===== config.mk =====
export PLATFORM = sky130hd
export DESIGN_NAME = daily_alarm_and_countdown_timer_flat
export DESIGN_NICKNAME = d
export VERILOG_FILES = /design/src/rtl/dact_pkg.sv /design/src/rtl/dact_in_if.sv /design/src/rtl/dact_out_if.sv /design/src/rtl/daily_alarm_and_countdown_timer.sv /design/src/rtl/dact_step.sv /design/src/flat_wrapper.sv
export SDC_FILE = /design/constraint.sdc
export NUM_CORES = 1
export LEC_CHECK = 0
export BUFFER_PORTS_ARGS = -buffer_cell sky130_fd_sc_hd__buf_2
export CORE_AREA = 10 10 106 146
export CTS_CLUSTER_SIZE = 12
export DETAILED_ROUTE_END_ITERATION = 7
export DIE_AREA = 0 0 116 156
export HOLD_SLACK_MARGIN = 0.15
export PLACE_DENSITY_LB_ADDON = 0.15
export SYNTH_ARGS = -nofsm -noshare
export SYNTH_HDL_FRONTEND = slang
export SYNTH_HIERARCHICAL = 1
export SYNTH_SLANG_ARGS = --single-unit

===== constraint.sdc =====
create_clock -name clk -period 7.1 [get_ports clk]
set_input_delay 1.42 -clock clk [delete_from_list [all_inputs] [get_ports clk]]
set_output_delay 1.42 -clock clk [all_outputs]
set_load 0.01 [all_outputs]

===== src/rtl/dact_pkg.sv =====
// dact_pkg: shared types, codes and constants of the daily alarm and countdown timer
// no dependencies; used by the channel interfaces, dact_step and the top level

package dact_pkg;

    localparam int CFG_DATA_W = 6;
    localparam int CFG_IDX_W  = 2;

    localparam logic [11:0] MAX_DURATION = 12'(59 * 60 + 59);
    localparam logic [10:0] MIN_PER_HOUR = 11'd60;

    // event codes
    localparam logic [2:0] FUNC_TICK   = 3'd0;
    localparam logic [2:0] FUNC_GAP    = 3'd1;
    localparam logic [2:0] FUNC_START  = 3'd2;
    localparam logic [2:0] FUNC_CANCEL = 3'd3;
    localparam logic [2:0] FUNC_DISMISS = 3'd4;

    // configuration register indexes
    localparam logic [CFG_IDX_W-1:0] REG_ALARM_ENABLE = 2'd0;
    localparam logic [CFG_IDX_W-1:0] REG_ALARM_HOUR   = 2'd1;
    localparam logic [CFG_IDX_W-1:0] REG_ALARM_MINUTE = 2'd2;
    localparam logic [CFG_IDX_W-1:0] REG_RING_REPEATS = 2'd3;

    // configuration reset values
    localparam logic [4:0] RST_ALARM_HOUR   = 5'd7;
    localparam logic [5:0] RST_ALARM_MINUTE = 6'd30;
    localparam logic [3:0] RST_RING_REPEATS = 4'd5;

    typedef enum logic [1:0] {
        KIND_NONE  = 2'd0,
        KIND_ALARM = 2'd1,
        KIND_TIMER = 2'd2
    } kind_t;

    typedef struct packed {
        logic [2:0]  func;
        logic [4:0]  clock_hour;
        logic [5:0]  clock_minute;
        logic [5:0]  clock_second;
        logic        time_synced;
        logic [11:0] duration_s;
    } item_t;

    typedef struct packed {
        logic        status;
        logic [1:0]  beeps;
        logic        arm_gap_timer;
        logic        ring_started;
        logic        popup_hide;
        logic        dismissed;
        logic        ring_active;
        logic [1:0]  ring_source;
        logic        count_running;
        logic [11:0] count_left;
        logic        alarm_fired;
        logic        timer_fired;
    } result_t;

    typedef struct packed {
        logic       alarm_enable;
        logic [4:0] wake_hour;
        logic [5:0] alarm_minute;
        logic [3:0] ring_repeats;
    } cfg_t;

    typedef struct packed {
        logic        marker_valid;
        logic [10:0] marker_minute;
        logic        count_on;
        logic [11:0] count_value;
        logic        ring_flag;
        kind_t       ring_src;
        logic [3:0]  ring_left;
    } state_t;

endpackage


===== src/rtl/dact_in_if.sv =====
// dact_in_if: valid/ready channel carrying one event item
// depends on dact_pkg

interface dact_in_if;
    logic            valid;
    logic            ready;
    dact_pkg::item_t data;

    modport source (output valid, output data, input ready);
    modport sink (input valid, input data, output ready);
endinterface


===== src/rtl/dact_out_if.sv =====
// dact_out_if: valid/ready channel carrying one result item
// depends on dact_pkg

interface dact_out_if;
    logic              valid;
    logic              ready;
    dact_pkg::result_t data;

    modport source (output valid, output data, input ready);
    modport sink (input valid, input data, output ready);
endinterface


===== src/rtl/daily_alarm_and_countdown_timer.sv =====
// daily_alarm_and_countdown_timer: top level with channels, config registers and state
// depends on dact_pkg, dact_in_if, dact_out_if and dact_step
//
// Takes one event per clock cycle while the result side does not stall, a rate set by the
// combinational update of the alarm, countdown and ring state in dact_step, and returns
// exactly one result per event through the input register and then the result register.
// The result register parts the two channels: an empty input register takes a new event
// while a finished result waits, and a stall on the result side holds the pipeline without
// losing anything. Configuration writes are registered, clear the fired-minute marker, and
// are meant to be made while no event is in flight. No clearing pass is needed after reset.

module daily_alarm_and_countdown_timer (
    input  logic                                  clk,
    input  logic                                  rst_n,
    dact_in_if.sink                               in_ch,
    dact_out_if.source                            out_ch,
    input  logic                                  cfg_we,
    input  logic [dact_pkg::CFG_IDX_W-1:0]        cfg_index,
    input  logic [dact_pkg::CFG_DATA_W-1:0]       cfg_data
);

    logic              s1_valid_reg;
    dact_pkg::item_t   s1_item_reg;
    logic              out_valid_reg;
    dact_pkg::result_t out_data_reg;
    dact_pkg::state_t  state_reg;
    dact_pkg::state_t  state_next;
    dact_pkg::cfg_t    cfg_reg;
    dact_pkg::result_t step_result;
    logic              s1_advance;
    logic              step_fire;

    assign s1_advance  = !out_valid_reg || out_ch.ready;
    assign step_fire   = s1_valid_reg && s1_advance;
    assign in_ch.ready = !s1_valid_reg || s1_advance;

    assign out_ch.valid = out_valid_reg;
    assign out_ch.data  = out_data_reg;

    dact_step u_step (
        .item       (s1_item_reg),
        .state      (state_reg),
        .cfg        (cfg_reg),
        .state_next (state_next),
        .result     (step_result)
    );

    always_ff @(posedge clk or negedge rst_n)
    begin
        if (!rst_n)
        begin
            s1_valid_reg  <= 1'b0;
            out_valid_reg <= 1'b0;
        end
        else
        begin
            if (in_ch.ready)
                s1_valid_reg <= in_ch.valid;
            if (s1_advance)
                out_valid_reg <= s1_valid_reg;
        end
    end

    always_ff @(posedge clk)
    begin
        if (in_ch.valid && in_ch.ready)
            s1_item_reg <= in_ch.data;
        if (step_fire)
            out_data_reg <= step_result;
    end

    always_ff @(posedge clk or negedge rst_n)
    begin
        if (!rst_n)
        begin
            state_reg            <= '0;
            cfg_reg.alarm_enable <= 1'b0;
            cfg_reg.wake_hour    <= dact_pkg::RST_ALARM_HOUR;
            cfg_reg.alarm_minute <= dact_pkg::RST_ALARM_MINUTE;
            cfg_reg.ring_repeats <= dact_pkg::RST_RING_REPEATS;
        end
        else if (cfg_we)
        begin
            unique case (cfg_index)
                dact_pkg::REG_ALARM_ENABLE: cfg_reg.alarm_enable <= cfg_data[0];
                dact_pkg::REG_ALARM_HOUR:   cfg_reg.wake_hour    <= cfg_data[4:0];
                dact_pkg::REG_ALARM_MINUTE: cfg_reg.alarm_minute <= cfg_data;
                dact_pkg::REG_RING_REPEATS: cfg_reg.ring_repeats <= cfg_data[3:0];
                default:                    cfg_reg.alarm_enable <= cfg_reg.alarm_enable;
            endcase
            // any config write forgets the fired minute
            state_reg.marker_valid  <= 1'b0;
            state_reg.marker_minute <= '0;
        end
        else if (step_fire)
        begin
            state_reg <= state_next;
        end
    end

    a_kind_matches_flag: assert property (@(posedge clk) disable iff (!rst_n)
        state_reg.ring_flag == (state_reg.ring_src != dact_pkg::KIND_NONE))
        else $error("ring kind and ring flag disagree");

    a_countdown_range: assert property (@(posedge clk) disable iff (!rst_n)
        state_reg.count_on |-> (state_reg.count_value != '0 &&
                                state_reg.count_value <= dact_pkg::MAX_DURATION))
        else $error("running countdown out of range");

    a_marker_clean: assert property (@(posedge clk) disable iff (!rst_n)
        !state_reg.marker_valid |-> state_reg.marker_minute == '0)
        else $error("stale fired-minute marker");

    a_double_beep: assert property (@(posedge clk) disable iff (!rst_n)
        (out_valid_reg && out_data_reg.beeps == 2'd2) |->
            (out_data_reg.alarm_fired && out_data_reg.timer_fired &&
             out_data_reg.ring_source == dact_pkg::KIND_ALARM))
        else $error("double beep without both firing");

endmodule


===== src/rtl/dact_step.sv =====
// dact_step: next-state and result logic for one event
// depends on dact_pkg

module dact_step (
    input  dact_pkg::item_t   item,
    input  dact_pkg::state_t  state,
    input  dact_pkg::cfg_t    cfg,
    output dact_pkg::state_t  state_next,
    output dact_pkg::result_t result
);

    logic [10:0] day_minute;
    logic        tfired;
    logic        afired;
    logic        marker_hit;

    assign day_minute = 11'(11'(item.clock_hour) * dact_pkg::MIN_PER_HOUR
                            + 11'(item.clock_minute));
    assign marker_hit = state.marker_valid && (state.marker_minute == day_minute);

    always_comb
    begin
        dact_pkg::state_t st;
        dact_pkg::result_t res;
        st     = state;
        res    = '0;
        tfired = 1'b0;
        afired = 1'b0;
        unique case (item.func)
            dact_pkg::FUNC_TICK:
            begin
                if (item.time_synced)
                begin
                    if (st.count_on)
                    begin
                        if (st.count_value != '0)
                            st.count_value = st.count_value - 12'd1;
                        if (st.count_value == '0)
                        begin
                            st.count_on = 1'b0;
                            tfired      = 1'b1;
                        end
                    end
                    // uses the ring flag from before this tick
                    if (cfg.alarm_enable && !state.ring_flag && item.clock_second == '0 &&
                        item.clock_hour == cfg.wake_hour &&
                        item.clock_minute == cfg.alarm_minute && !marker_hit)
                    begin
                        st.marker_valid  = 1'b1;
                        st.marker_minute = day_minute;
                        afired           = 1'b1;
                    end
                    if (st.marker_valid && st.marker_minute != day_minute)
                    begin
                        st.marker_valid  = 1'b0;
                        st.marker_minute = '0;
                    end
                    // timer ring first, alarm ring restarts it
                    if (tfired || afired)
                    begin
                        st.ring_flag = 1'b1;
                        st.ring_src  = afired ? dact_pkg::KIND_ALARM : dact_pkg::KIND_TIMER;
                        st.ring_left = cfg.ring_repeats;
                        res.ring_started  = 1'b1;
                        res.arm_gap_timer = 1'b1;
                    end
                    res.beeps = 2'(tfired) + 2'(afired);
                end
            end
            dact_pkg::FUNC_GAP:
            begin
                if (!st.ring_flag || st.ring_left == '0)
                begin
                    st.ring_flag   = 1'b0;
                    st.ring_src    = dact_pkg::KIND_NONE;
                    st.ring_left   = '0;
                    res.popup_hide = 1'b1;
                end
                else
                begin
                    st.ring_left      = st.ring_left - 4'd1;
                    res.beeps         = 2'd1;
                    res.arm_gap_timer = (st.ring_left != '0);
                end
            end
            dact_pkg::FUNC_START:
            begin
                if (item.duration_s == '0 || item.duration_s > dact_pkg::MAX_DURATION)
                    res.status = 1'b1;
                else
                begin
                    st.count_on    = 1'b1;
                    st.count_value = item.duration_s;
                end
            end
            dact_pkg::FUNC_CANCEL:
            begin
                st.count_on    = 1'b0;
                st.count_value = '0;
            end
            dact_pkg::FUNC_DISMISS:
            begin
                if (st.ring_flag)
                begin
                    st.ring_flag   = 1'b0;
                    st.ring_src    = dact_pkg::KIND_NONE;
                    st.ring_left   = '0;
                    res.popup_hide = 1'b1;
                    res.dismissed  = 1'b1;
                end
            end
            default:
            begin
                st = state;
            end
        endcase
        res.alarm_fired   = afired;
        res.timer_fired   = tfired;
        res.ring_active   = st.ring_flag;
        res.ring_source   = st.ring_src;
        res.count_running = st.count_on;
        res.count_left    = st.count_value;
        state_next = st;
        result     = res;
    end

endmodule


===== src/flat_wrapper.sv =====
// flat-port wrapper written by rule: the top's interface ports become plain ports
module daily_alarm_and_countdown_timer_flat 
  (clk, rst_n, cfg_we, cfg_index, cfg_data, in_ch_valid, in_ch_data, in_ch_ready, out_ch_valid, out_ch_data, out_ch_ready);
  dact_in_if in_ch_i ();
  dact_out_if out_ch_i ();
  input  logic clk;
  input  logic rst_n;
  input  logic cfg_we;
  input  logic [dact_pkg::CFG_IDX_W-1:0] cfg_index;
  input  logic [dact_pkg::CFG_DATA_W-1:0] cfg_data;
  input wire logic [$bits(in_ch_i.valid)-1:0] in_ch_valid;
  input wire logic [$bits(in_ch_i.data)-1:0] in_ch_data;
  output wire logic [$bits(in_ch_i.ready)-1:0] in_ch_ready;
  output wire logic [$bits(out_ch_i.valid)-1:0] out_ch_valid;
  output wire logic [$bits(out_ch_i.data)-1:0] out_ch_data;
  input wire logic [$bits(out_ch_i.ready)-1:0] out_ch_ready;
  assign in_ch_i.valid = in_ch_valid;
  assign in_ch_i.data = in_ch_data;
  assign in_ch_ready = in_ch_i.ready;
  assign out_ch_valid = out_ch_i.valid;
  assign out_ch_data = out_ch_i.data;
  assign out_ch_i.ready = out_ch_ready;
  daily_alarm_and_countdown_timer u_core (.clk(clk), .rst_n(rst_n), .in_ch(in_ch_i), .out_ch(out_ch_i), .cfg_we(cfg_we), .cfg_index(cfg_index), .cfg_data(cfg_data));
endmodule

==> insert_results.sql, run 1 <==
INSERT INTO impl_metrics (metric_group, metric, value, unit) VALUES
('outcome', 'run_status', 'finished, final reports clean', ''),
('floorplanning', 'ioPinCount', '73', ''),
('yosys', 'synthCells', '559', ''),
('pwr', 'p_sw_share', '34.9', '%'),
('pwr', 'cellInternalPower', '1.32', 'mW'),
('sta', 'setup-violations-final', '0', ''),
('setup_path', 'critPathCaptureType', 'flop', ''),
('setup_path', 'r2r.worst_path.cells', '20', ''),
('hold_path', 'worstHoldStart', 'u_core/cfg_reg[3]', ''),
('floorplanning', 'die_span_in_y', '156', 'um'),
('setup_path', 'critical_path_class', 'reg2reg', ''),
('sta', 'timing_worst_slew_pin_value', '1120', 'ps'),
('sta', 'max_slew_margin', '25.3', '%'),
('yosys', 'postSynthAreaPerCell', '11.1', 'um^2'),
('place', 'numPortBuffers', '72', ''),
('sta', 'finalHoldViolations', '0', ''),
('layout', 'largest_register_ffs', '33', ''),
('drt', 'drtPass1Iterations', '4', ''),
('pwr', 'p_seq_share', '42.5', '%'),
('drt', 'post_drt_wl_per_cell', '18.3', 'um'),
('layout', 'final-seq-area', '3000', 'um^2'),
('place', 'routability_congestion_estimate_from_global_placement', '0.948', ''),
('setup_path', 'timing.critical_path.slowest_stage_cell', 'fa_1', ''),
('yosys', 'postSynth.topFlopCell', 'edfxtp_1', ''),
('pwr', 'power.share.combinational', '31.7', '%'),
('drt', 'vias_per_cell', '5.82', ''),
('clock_network', 'cts_sinks', '108', ''),
('setup_path', 'crit_top_cell', 'inv_1', ''),
('clock_network', 'clk_latency', '350', 'ps'),
('layout', 'layout.core_utilization', '54.3', '%'),
('drt', 'drt_iter0_drc', '321', ''),
('sta', 'fmax', '175', 'MHz'),
('yosys', 'synth-seq-cells', '108', ''),
('yosys', 'synth_area', '6230', 'um^2'),
('sta', 'timing_max_transition_violations_final', '0', ''),
('clock_network', 'cts_hold_buf', '0', ''),
('global_routing', 'grt_first_pass_wirelength', '23000', 'um'),
('pwr', 'power.switching', '0.706', 'mW'),
('setup_path', 'crit_arrival', '5950', 'ps'),
('setup_path', 'r2r_slack', '1390', 'ps'),
('yosys', 'synth_sequential_area_ratio', '48.2', '%'),
('floorplanning', 'area_of_the_placeable_core', '12800', 'um^2'),
('sta', 'setup_total_negative_slack', '0', 'ps'),
('clock_network', 'worst_setup_hold_path_clk_slew', '80', 'ps'),
('clock_network', 'ctsRootBufferMaster', 'clkbuf_16', ''),
('pwr', 'max-vdd-ir-drop', '0.124', 'mV'),
('sta', 'final.setup_skew', '10.4', 'ps'),
('run', 'drv_cap', '0', ''),
('clock_network', 'clock_tree_from_tritoncts', 'done', ''),
('sta', 'final.min_clock_period', '5710', 'ps'),
('layout', 'fillerInstances', '1156', ''),
('yosys', 'synth_nets', '636', ''),
('hold_path', 'hold_path.class', 'reg2reg', ''),
('layout', 'most-common-layout-cells', '72 x buf_2, 58 x edfxtp_1, 41 x dfrtp_1', ''),
('setup_path', 'timing.critical_path.fanout_max', '6', ''),
('global_routing', 'first_global_vias', '4614', ''),
('layout', 'layout.nets', '689', ''),
('yosys', 'post_synth_num_cell_types', '68', ''),
('global_routing', 'largest_net_degree_at_the_start_of_global_routing', '51', ''),
('yosys', 'number_of_warnings_issued_by_yosys', '6', ''),
('drt', 'postRouteAntennaNets', '0', ''),
('floorplanning', 'floorplan.initialDensity', '48.9', '%'),
('floorplanning', 'die_width', '116', 'um'),
('floorplanning', 'row_count', '49', ''),
('setup_path', 'rr_startpoint', 'u_core/s1_item_reg[27]', ''),
('clock_network', 'htree_num_levels', '3', ''),
('setup_path', 'timing.critical_path.slowest_cell_delay', '550', 'ps'),
('layout', 'diodes', '0', ''),
('pwr', 'leakage', '2.85', 'nW'),
('hold_path', 'hold_depth', '1', ''),
('layout', 'multi_input_comb_area', '2900', 'um^2');
[power by group through the flow]
stage | logic, mW | registers, mW | clock network [mW]
after floorplan | 0.527 | 0.846 | 0
after global routing | 0.708 | 0.874 | 0.571
final | 0.641 | 0.859 | 0.522
after detailed placement | 0.635 | 0.872 | 0
after global placement | 0.621 | 0.870 | 0
after CTS | 0.638 | 0.860 | 0.541
[metal layers]
metal  vias to the layer above  GRT usage [%]  routed length, um
li1                       2141              -                  -
met1                      2232           17.4               5560
met2                        94           29.6               7840
met3                        15           2.93                500
met4                         0           5.38                212
met5                         -              0                  0
[worst max-delay path by stage]
stage                                       from             endpoint  cells after the start  slack (ps)
after floorplan           u_core/s1_item_reg[27]  u_core/state_reg[3]                     20        1920
after global placement    u_core/s1_item_reg[27]  u_core/state_reg[3]                     20        1580
after detailed placement  u_core/s1_item_reg[27]  u_core/state_reg[3]                     20        1380
after CTS                 u_core/s1_item_reg[27]  u_core/state_reg[0]                     20        1360
after global routing      u_core/s1_item_reg[27]  u_core/state_reg[4]                     22         980
final                     u_core/s1_item_reg[27]  u_core/state_reg[0]                     20        1390
[kinds of logic after synthesis]
group / after synthesis / synth area share (%)
DFF: 108 / 48.2
muxes: 41 / 7.33
adders and majority gates: 31 / 7.19
and+or+nand+nor: 158 / 13.3
buffers and inverters: 65 / 5.28
xor gates and xnor gates: 36 / 5.28
AOI/OAI and AO/OA: 120 / 13.4
[Yosys cell counts (all sizes together) (10+ instances only)]
cell type | number | area, um^2
a21oi | 24 | 120
a22oi | 10 | 75.1
buf | 24 | 174
clkbuf | 11 | 42.5
dfrtp | 41 | 1030
edfxtp | 58 | 1740
ha | 23 | 288
inv | 30 | 113
mux2 | 37 | 417
nand2 | 33 | 124
nand3 | 26 | 130
nor2 | 28 | 105
nor3 | 19 | 111
o21ai | 41 | 205
xnor2 | 24 | 210
xor2 | 11 | 96.3
[stage by stage]
stage / hold slack (ps) / cells / area [um^2] / setup WS, ps / power, mW
after floorplan: 472 / 559 / 6230 / 1920 / 1.37
after global placement: 484 / 754 / 6610 / 1580 / 1.49
after detailed placement: 493 / 754 / 6610 / 1380 / 1.51
after CTS: 510 / 770 / 6930 / 1360 / 2.04
after global routing: 543 / 770 / 6930 / 980 / 2.15
final: 515 / 770 / 6930 / 1390 / 2.02
[final cells by class]
type | instances | share of cell area, %
inverters | 30 | 1.63
repair buffers | 77 | 5.74
clock inverters | 6 | 1.05
flip-flops and latches | 108 | 43.4
well taps | 153 | 2.76
multi-input cells | 386 | 41.8
clock buffers | 10 | 3.61
Note: power is estimated with default switching activity, not from simulation.
==> inputs of run 2 (changes only) <==
- ABC_AREA: default -> 1
- CORE_AREA: 10 10 106 146 -> 10 10 110 151
- DIE_AREA: 0 0 116 156 -> 0 0 120 161
- clock period: 7.1 -> 5.77 ns (I/O delays scaled with it)
==> insert_results.sql, run 2 <==
INSERT INTO impl_metrics (metric_group, metric, value, unit) VALUES
('outcome', 'run_status', 'finished, final reports clean', ''),
('setup_path', 'crit_arrival', '5110', 'ps'),
('global_routing', 'grt_use_total', '17.8', '%'),
('setup_path', 'critical_path_class', 'reg2reg', ''),
('setup_path', 'timing.critical_path.fanout_max', '6', ''),
('yosys', 'postSynthAreaPerCell', '8.20', 'um^2'),
('yosys', 'synth_area_leaders', 'edfxtp_1 26%, dfrtp_1 15%, nand2_1 12%', ''),
('layout', 'fillerInstances', '1307', ''),
('drt', 'route.final.wire_length', '17000', 'um'),
('drt', 'drtPass1Iterations', '5', ''),
('sta', 'timing_worst_slew_pin_value', '1050', 'ps'),
('layout', 'layoutNonFillerInstCount', '1064', ''),
('yosys', 'synth_top_area_cell', 'edfxtp_1', ''),
('sta', 'rsz0062_at_grt', 'no', ''),
('layout', 'multi_input_comb_area', '3090', 'um^2'),
('yosys', 'synth_enable_flop_cells', '58', ''),
('sta', 'timing_max_transition_violations_final', '0', ''),
('layout', 'final-seq-area', '3000', 'um^2'),
('clock_network', 'max-clock-path-buffers', '2', ''),
('pwr', 'power_density', '362', 'nW/um^2'),
('clock_network', 'ctsRootBufferMaster', 'clkbuf_16', ''),
('sta', 'max_slew_margin', '30.0', '%'),
('place', 'numPortBuffers', '72', ''),
('yosys', 'synthArstFlopShare', '46.3', '%'),
('yosys', 'synth-seq-cells', '108', ''),
('place', 'placed_cells_incl_taps', '1048', ''),
('setup_path', 'r2r_slack', '900', 'ps'),
('yosys', 'most_frequently_used_cell_type_in_the_post_synthesis_netlist', 'nand2_1', ''),
('layout', 'most-common-layout-cells', '223 x nand2_1, 105 x inv_1, 81 x nand3_1', ''),
('layout', 'largest_register_ffs', '33', ''),
('global_routing', 'grt_antenna_before_repair', '0', ''),
('yosys', 'area_share_of_the_largest_cell_type_after_synthesis', '25.7', '%'),
('clock_network', 'clk_latency', '360', 'ps'),
('run', 'drv_cap', '0', ''),
('drt', 'vias_per_cell', '5.43', ''),
('setup_path', 'critPathCaptureType', 'flop', ''),
('clock_network', 'htree_num_levels', '3', ''),
('global_routing', 'largest_net_degree_at_the_start_of_global_routing', '51', ''),
('setup_path', 'required', '6020', 'ps'),
('setup_path', 'timing.critical_path.slowest_stage_cell', 'fa_1', ''),
('floorplanning', 'row_count', '51', ''),
('yosys', 'synthCells', '826', ''),
('sta', 'setup-violations-final', '0', ''),
('yosys', 'synth_sequential_area_ratio', '44.4', '%'),
('drt', 'postRouteAntennaNets', '0', ''),
('sta', 'fin_ws', '904', 'ps'),
('floorplanning', 'ioPinCount', '73', ''),
('drt', 'routed-via-count', '5779', ''),
('sta', 'finalHoldViolations', '0', ''),
('clock_network', 'cts_sinks', '108', ''),
('global_routing', 'grt_first_pass_wirelength', '28000', 'um'),
('layout', 'most_common_library_cell_in_the_layout_ignoring_fill_and_taps', 'nand2_1', ''),
('clock_network', 'cts.repair.resized', '0', ''),
('floorplanning', 'fp.dieArea', '19300', 'um^2'),
('clock_network', 'worst_setup_hold_path_clk_slew', '80', 'ps'),
('sta', 'setup_total_negative_slack', '0', 'ps'),
('clock_network', 'cts_hold_buf', '0', ''),
('yosys', 'number_of_warnings_issued_by_yosys', '6', ''),
('setup_path', 'timing.critical_path.slowest_cell_delay', '550', 'ps'),
('setup_path', 'path_delay_family', 'adder cells', ''),
('layout', 'post_route_cells_drive_above_1_share', '15.6', '%'),
('yosys', 'synth_area', '6770', 'um^2'),
('yosys', 'postSynth.topFlopCell', 'edfxtp_1', ''),
('layout', 'layout.nets', '951', ''),
('floorplanning', 'area_of_the_placeable_core', '13800', 'um^2'),
('clock_network', 'post_cts_buffers', '0', ''),
('hold_path', 'hold_path.class', 'reg2reg', ''),
('yosys', 'synth_nets', '903', ''),
('sta', 'final.min_clock_period', '4870', 'ps'),
('yosys', 'synth_common_cells', '223 x nand2_1, 105 x inv_1, 81 x nand3_1', ''),
('clock_network', 'cts_bufs_inserted', '9', ''),
('place', 'routability_congestion_estimate_from_global_placement', '0.947', ''),
('setup_path', 'crit_path_cell_trace', 'fa_1 > fa_1 > inv_1 > fa_1 > inv_1 > ha_1 > nand2_2 > nor2_2 > nor2_1 > nor2_2 > nand3_1 > nor2_2 > nand3_1 > nand3_2 > nand2_2 > nand4_4 > nand2_2 > ha_1 > nor2_1 > o21bai_1 > a31oi_1 > o221ai_1 > nand4_1 > nand2_1', ''),
('floorplanning', 'die_width', '120', 'um'),
('pwr', 'max-vdd-ir-drop', '0.166', 'mV'),
('floorplanning', 'die_span_in_y', '161', 'um'),
('sta', 'fmax', '206', 'MHz'),
('place', 'place.detailed.hpwl', '12900', 'um'),
('setup_path', 'cp.buffers_inverters', '2', ''),
('drt', 'post_drt_wl_per_cell', '16.0', 'um'),
('sta', 'final.setup_skew', '11.5', 'ps'),
('drt', 'drt_iter0_drc', '403', ''),
('layout', 'area.growth.synth_to_final', '10.1', '%'),
('global_routing', 'grt-ovfl-total', '0', ''),
('layout', 'diodes', '0', ''),
('floorplanning', 'floorplan.initialDensity', '48.9', '%'),
('setup_path', 'timing.critical_path.from_type', 'flop', ''),
('sta', 'finalCritPeriodShare', '84.3', '%'),
('clock_network', 'clock_tree_from_tritoncts', 'done', ''),
('global_routing', 'first_global_vias', '5636', ''),
('yosys', 'post_synth_num_cell_types', '44', ''),
('drt', 'drc', '0', ''),
('pwr', 'leakage', '3.60', 'nW'),
('place', 'pre_cts_ws', '897', 'ps');
run 2: cells by family (layout without fill, tap and decap cells):
| kind of cell | Yosys count | after routing | share of synthesized area, % |
|---|---|---|---|
| AO/OA/AOI/OAI | 85 | 85 | 7.80 |
| XOR/XNOR | 15 | 15 | 1.94 |
| buffers and inverters | 150 | 203 | 9.92 |
| flip-flops | 108 | 108 | 44.4 |
| AND/OR/NAND/NOR | 437 | 437 | 29.3 |
| adder cells (fa/ha/maj) | 31 | 31 | 6.62 |
run 2: per-layer routing:
| layer | track usage (%) | vias up | routed length [um] |
|---|---|---|---|
| met2 | 31.9 | 182 | 8860 |
| met4 | 8.31 | 0 | 651 |
| met3 | 4.08 | 43 | 822 |
| met5 | 0 | - | 0 |
| met1 | 19.3 | 2717 | 6690 |
| li1 | - | 2837 | - |
run 2: tightest hold or removal path, cell delays in order (launching register included):
cell	delay, ps
dfrtp_1	350
nand2_1	50
nand2_1	40
run 2: area by class of cell:
| cell class | instances | share of cell area [%] |
|---|---|---|
| sequential | 108 | 40.3 |
| clock inverter | 6 | 1.12 |
| tap | 185 | 3.11 |
| clock buffer | 10 | 3.07 |
| multi-input combinational | 568 | 41.5 |
| timing repair buffer | 77 | 5.34 |
| inverter | 110 | 5.54 |
run 2: metrics by stage:
| step | hold WS, ps | util, % | cell area (um^2) | power, mW |
|---|---|---|---|---|
| floorplan | 436 | - | 6770 | 1.81 |
| global placement | 457 | 51.6 | 7140 | 2.03 |
| detailed placement | 465 | 51.6 | 7140 | 2.06 |
| CTS | 484 | 53.8 | 7450 | 2.71 |
| global route | 505 | 53.8 | 7450 | 2.89 |
| finish | 479 | 53.8 | 7450 | 2.70 |
run 2: power by group:
group	switching [mW]	leakage, nW	internal [mW]	total, mW
combinational	0.688	2.23	0.329	1.02
sequential	0.0940	1.21	0.939	1.03
clock	0.301	0.152	0.347	0.648
total	1.08	3.60	1.61	2.70
run 2: worst paths after layout:
check | startpoint | endpoint | cells after the start
setup reg to reg | u_core/s1_item_reg[27] | u_core/state_reg[1] | 24
max in group asynchronous | rst_n | u_core/state_reg[17] | 2
hold reg to reg | u_core/state_reg[1] | u_core/state_reg[1] | 2
min in group asynchronous | rst_n | u_core/cfg_reg[13] | 2
hold / removal | u_core/state_reg[1] | u_core/state_reg[1] | 2
setup / recovery | u_core/s1_item_reg[27] | u_core/state_reg[1] | 24
==> inputs of run 3 (changes only) <==
- clock period: 5.77 -> 4 ns (I/O delays scaled with it)
==> insert_results.sql, run 3 (synthesis results as in run 2) <==
INSERT INTO impl_metrics (metric_group, metric, value, unit) VALUES
('clock_network', 'cts_sinks', '108', ''),
('global_routing', 'grt_first_pass_wirelength', '28600', 'um'),
('floorplanning', 'die_span_in_y', '161', 'um'),
('sta', 'max_slew_margin', '53.0', '%'),
('floorplanning', 'die_width', '120', 'um'),
('sta', 'rsz0062_at_grt', 'yes', ''),
('clock_network', 'clock_tree_from_tritoncts', 'done', ''),
('place', 'routability_congestion_estimate_from_global_placement', '0.965', ''),
('setup_path', 'r2r.worst_path.cells', '23', ''),
('floorplanning', 'ioPinCount', '73', ''),
('clock_network', 'max-clock-path-buffers', '2', ''),
('pwr', 'share_clk_of_total_power', '22.8', '%'),
('place', 'placed_cells_incl_taps', '1070', ''),
('floorplanning', 'area_of_the_placeable_core', '13800', 'um^2'),
('setup_path', 'timing.critical_path.fanout_max', '4', ''),
('pwr', 'max-vdd-ir-drop', '0.316', 'mV'),
('hold_path', 'hold_path.class', 'in2async', ''),
('layout', 'fillerInstances', '1294', ''),
('drt', 'drc', '0', ''),
('global_routing', 'grt-ovfl-total', '0', ''),
('sta', 'timing_max_transition_violations_final', '0', ''),
('sta', 'final.min_clock_period', '4380', 'ps'),
('clock_network', 'htree_num_levels', '3', ''),
('pwr', 'power.switching', '1.61', 'mW'),
('sta', 'timing_worst_slew_pin_value', '703', 'ps'),
('setup_path', 'crit_start', 'u_core/s1_item_reg[25]', ''),
('run', 'drv_cap', '0', ''),
('outcome', 'run_status', 'finished with violations', ''),
('floorplanning', 'row_count', '51', ''),
('clock_network', 'clk_latency', '350', 'ps'),
('setup_path', 'critical_path_class', 'reg2reg', ''),
('layout', 'post_route_cells_drive_above_1_share', '21.3', '%'),
('drt', 'postRouteAntennaNets', '0', ''),
('place', 'place.detailed.hpwl', '13000', 'um'),
('setup_path', 'timing.critical_path.from_type', 'flop', ''),
('global_routing', 'first_global_vias', '5993', ''),
('drt', 'route.final.wire_length', '17700', 'um'),
('clock_network', 'worst_setup_hold_path_clk_slew', '70', 'ps'),
('global_routing', 'grt_antenna_before_repair', '0', ''),
('outcome', 'failing_checks', 'setup timing', ''),
('drt', 'vias_per_cell', '5.61', ''),
('sta', 'fmax', '228', 'MHz'),
('pwr', 'cellInternalPower', '2.39', 'mW'),
('sta', 'setup-violations-final', '27', ''),
('layout', 'largest_register_ffs', '33', ''),
('pwr', 'p_seq_share', '37.4', '%'),
('drt', 'drtPass1Iterations', '5', ''),
('place', 'numPortBuffers', '72', ''),
('drt', 'post_drt_wl_per_cell', '16.2', 'um'),
('setup_path', 'r2r_slack', '-380', 'ps'),
('layout', 'most_common_library_cell_in_the_layout_ignoring_fill_and_taps', 'nand2_1', ''),
('sta', 'fin_ws', '-385', 'ps'),
('clock_network', 'ctsRootBufferMaster', 'clkbuf_16', ''),
('layout', 'area.growth.synth_to_final', '16.0', '%'),
('sta', 'finalHoldViolations', '0', ''),
('pwr', 'power_density', '508', 'nW/um^2'),
('drt', 'drt_iter0_drc', '460', ''),
('setup_path', 'rr_startpoint', 'u_core/s1_item_reg[25]', ''),
('setup_path', 'crit_arrival', '4620', 'ps'),
('sta', 'final.setup_skew', '10.2', 'ps'),
('drt', 'routed-via-count', '6113', ''),
('setup_path', 'critPathCaptureType', 'flop', ''),
('layout', 'layout.nets', '977', ''),
('setup_path', 'required', '4240', 'ps'),
('global_routing', 'grt_use_total', '17.9', '%'),
('pwr', 'p_sw_share', '40.2', '%'),
('clock_network', 'cts_bufs_inserted', '9', ''),
('floorplanning', 'fp.dieArea', '19300', 'um^2'),
('layout', 'diodes', '0', ''),
('pwr', 'leakage', '3.76', 'nW'),
('pwr', 'power', '3.99', 'mW'),
('layout', 'layoutNonFillerInstCount', '1090', ''),
('global_routing', 'largest_net_degree_at_the_start_of_global_routing', '45', ''),
('floorplanning', 'floorplan.initialDensity', '48.9', '%'),
('pwr', 'power.share.combinational', '39.8', '%'),
('sta', 'finalCritPeriodShare', '110', '%'),
('layout', 'most-common-layout-cells', '217 x nand2_1, 103 x inv_1, 75 x nand3_1', ''),
('clock_network', 'cts_hold_buf', '0', '');
==> run 3: changes by cell type in the layout (fill, tap and decap cells not counted), sizes merged <==
cell and delta:
clkinv -1, inv +1, buf +26
==> run 3: layer usage <==
layer / wire length, um / track usage (%) / up-vias
met5: 0 / 0 / -
met1: 6780 / 19.5 / 2889
met3: 1190 / 3.73 / 49
met2: 9100 / 32.2 / 275
li1: - / - / 2900
met4: 586 / 8.09 / 0
==> run 3: timing repair <==
action	in CTS	in global routing
endpoints found under the setup margin	27	27
buffers inserted	3	1
pin swaps	22	14
gates resized for setup	15	20
==> run 3: final cells by class <==
type / count / area, um^2 / area share [%]
Clock inverter: 6 / 68.8 / 0.876
Timing Repair Buffer: 103 / 626 / 7.96
Multi-Input combinational cell: 568 / 3280 / 41.8
Clock buffer: 10 / 229 / 2.91
Sequential cell: 108 / 3000 / 38.2
Tap cell: 185 / 231 / 2.95
Inverter: 110 / 413 / 5.26
==> run 3: final timing paths <==
check                                       to
setup / recovery           u_core/state_reg[1]
min in group clk           u_core/state_reg[4]
max in group asynchronous    u_core/cfg_reg[5]
hold / removal             u_core/state_reg[0]
hold reg to reg            u_core/state_reg[4]
setup reg to reg           u_core/state_reg[1]
==> run 3: stage by stage <==
stage,TNS [ps],instance area (um^2),util (%),setup slack [ps],hold WS (ps)
3_5_place_dp,-8960,7390,53.4,-471,462
2_1_floorplan,-2780,6830,-,-301,439
4_1_cts,-7400,7750,56.0,-372,423
3_3_place_gp,-5350,7390,53.4,-334,458
6_report,-7890,7860,56.7,-385,416
5_1_grt,-13310,7860,56.7,-616,436
==> run 3: critical path: stages, from the launching register on <==
cell,delay [ps]
edfxtp_1,420
fa_1,540
fa_1,540
inv_2,50
fa_1,490
inv_2,50
ha_4,270
inv_1,50
nor2_1,120
nand2_1,90
nand2_1,80
nand2_1,70
nand2_1,100
xor2_1,250
nor2_4,80
nand4_4,110
nand2_4,70
ha_4,170
nor2_4,130
o21bai_4,90
a31oi_4,240
o221ai_2,120
nand4_1,80
nand2_1,60
==> run 3: power by group through the flow <==
stage,clock network [mW],registers [mW],logic [mW]
finish,0.912,1.49,1.59
detailed placement,0,1.51,1.50
global placement,0,1.51,1.46
CTS,0.925,1.49,1.53
global route,0.975,1.51,1.76
floorplan,0,1.49,1.14
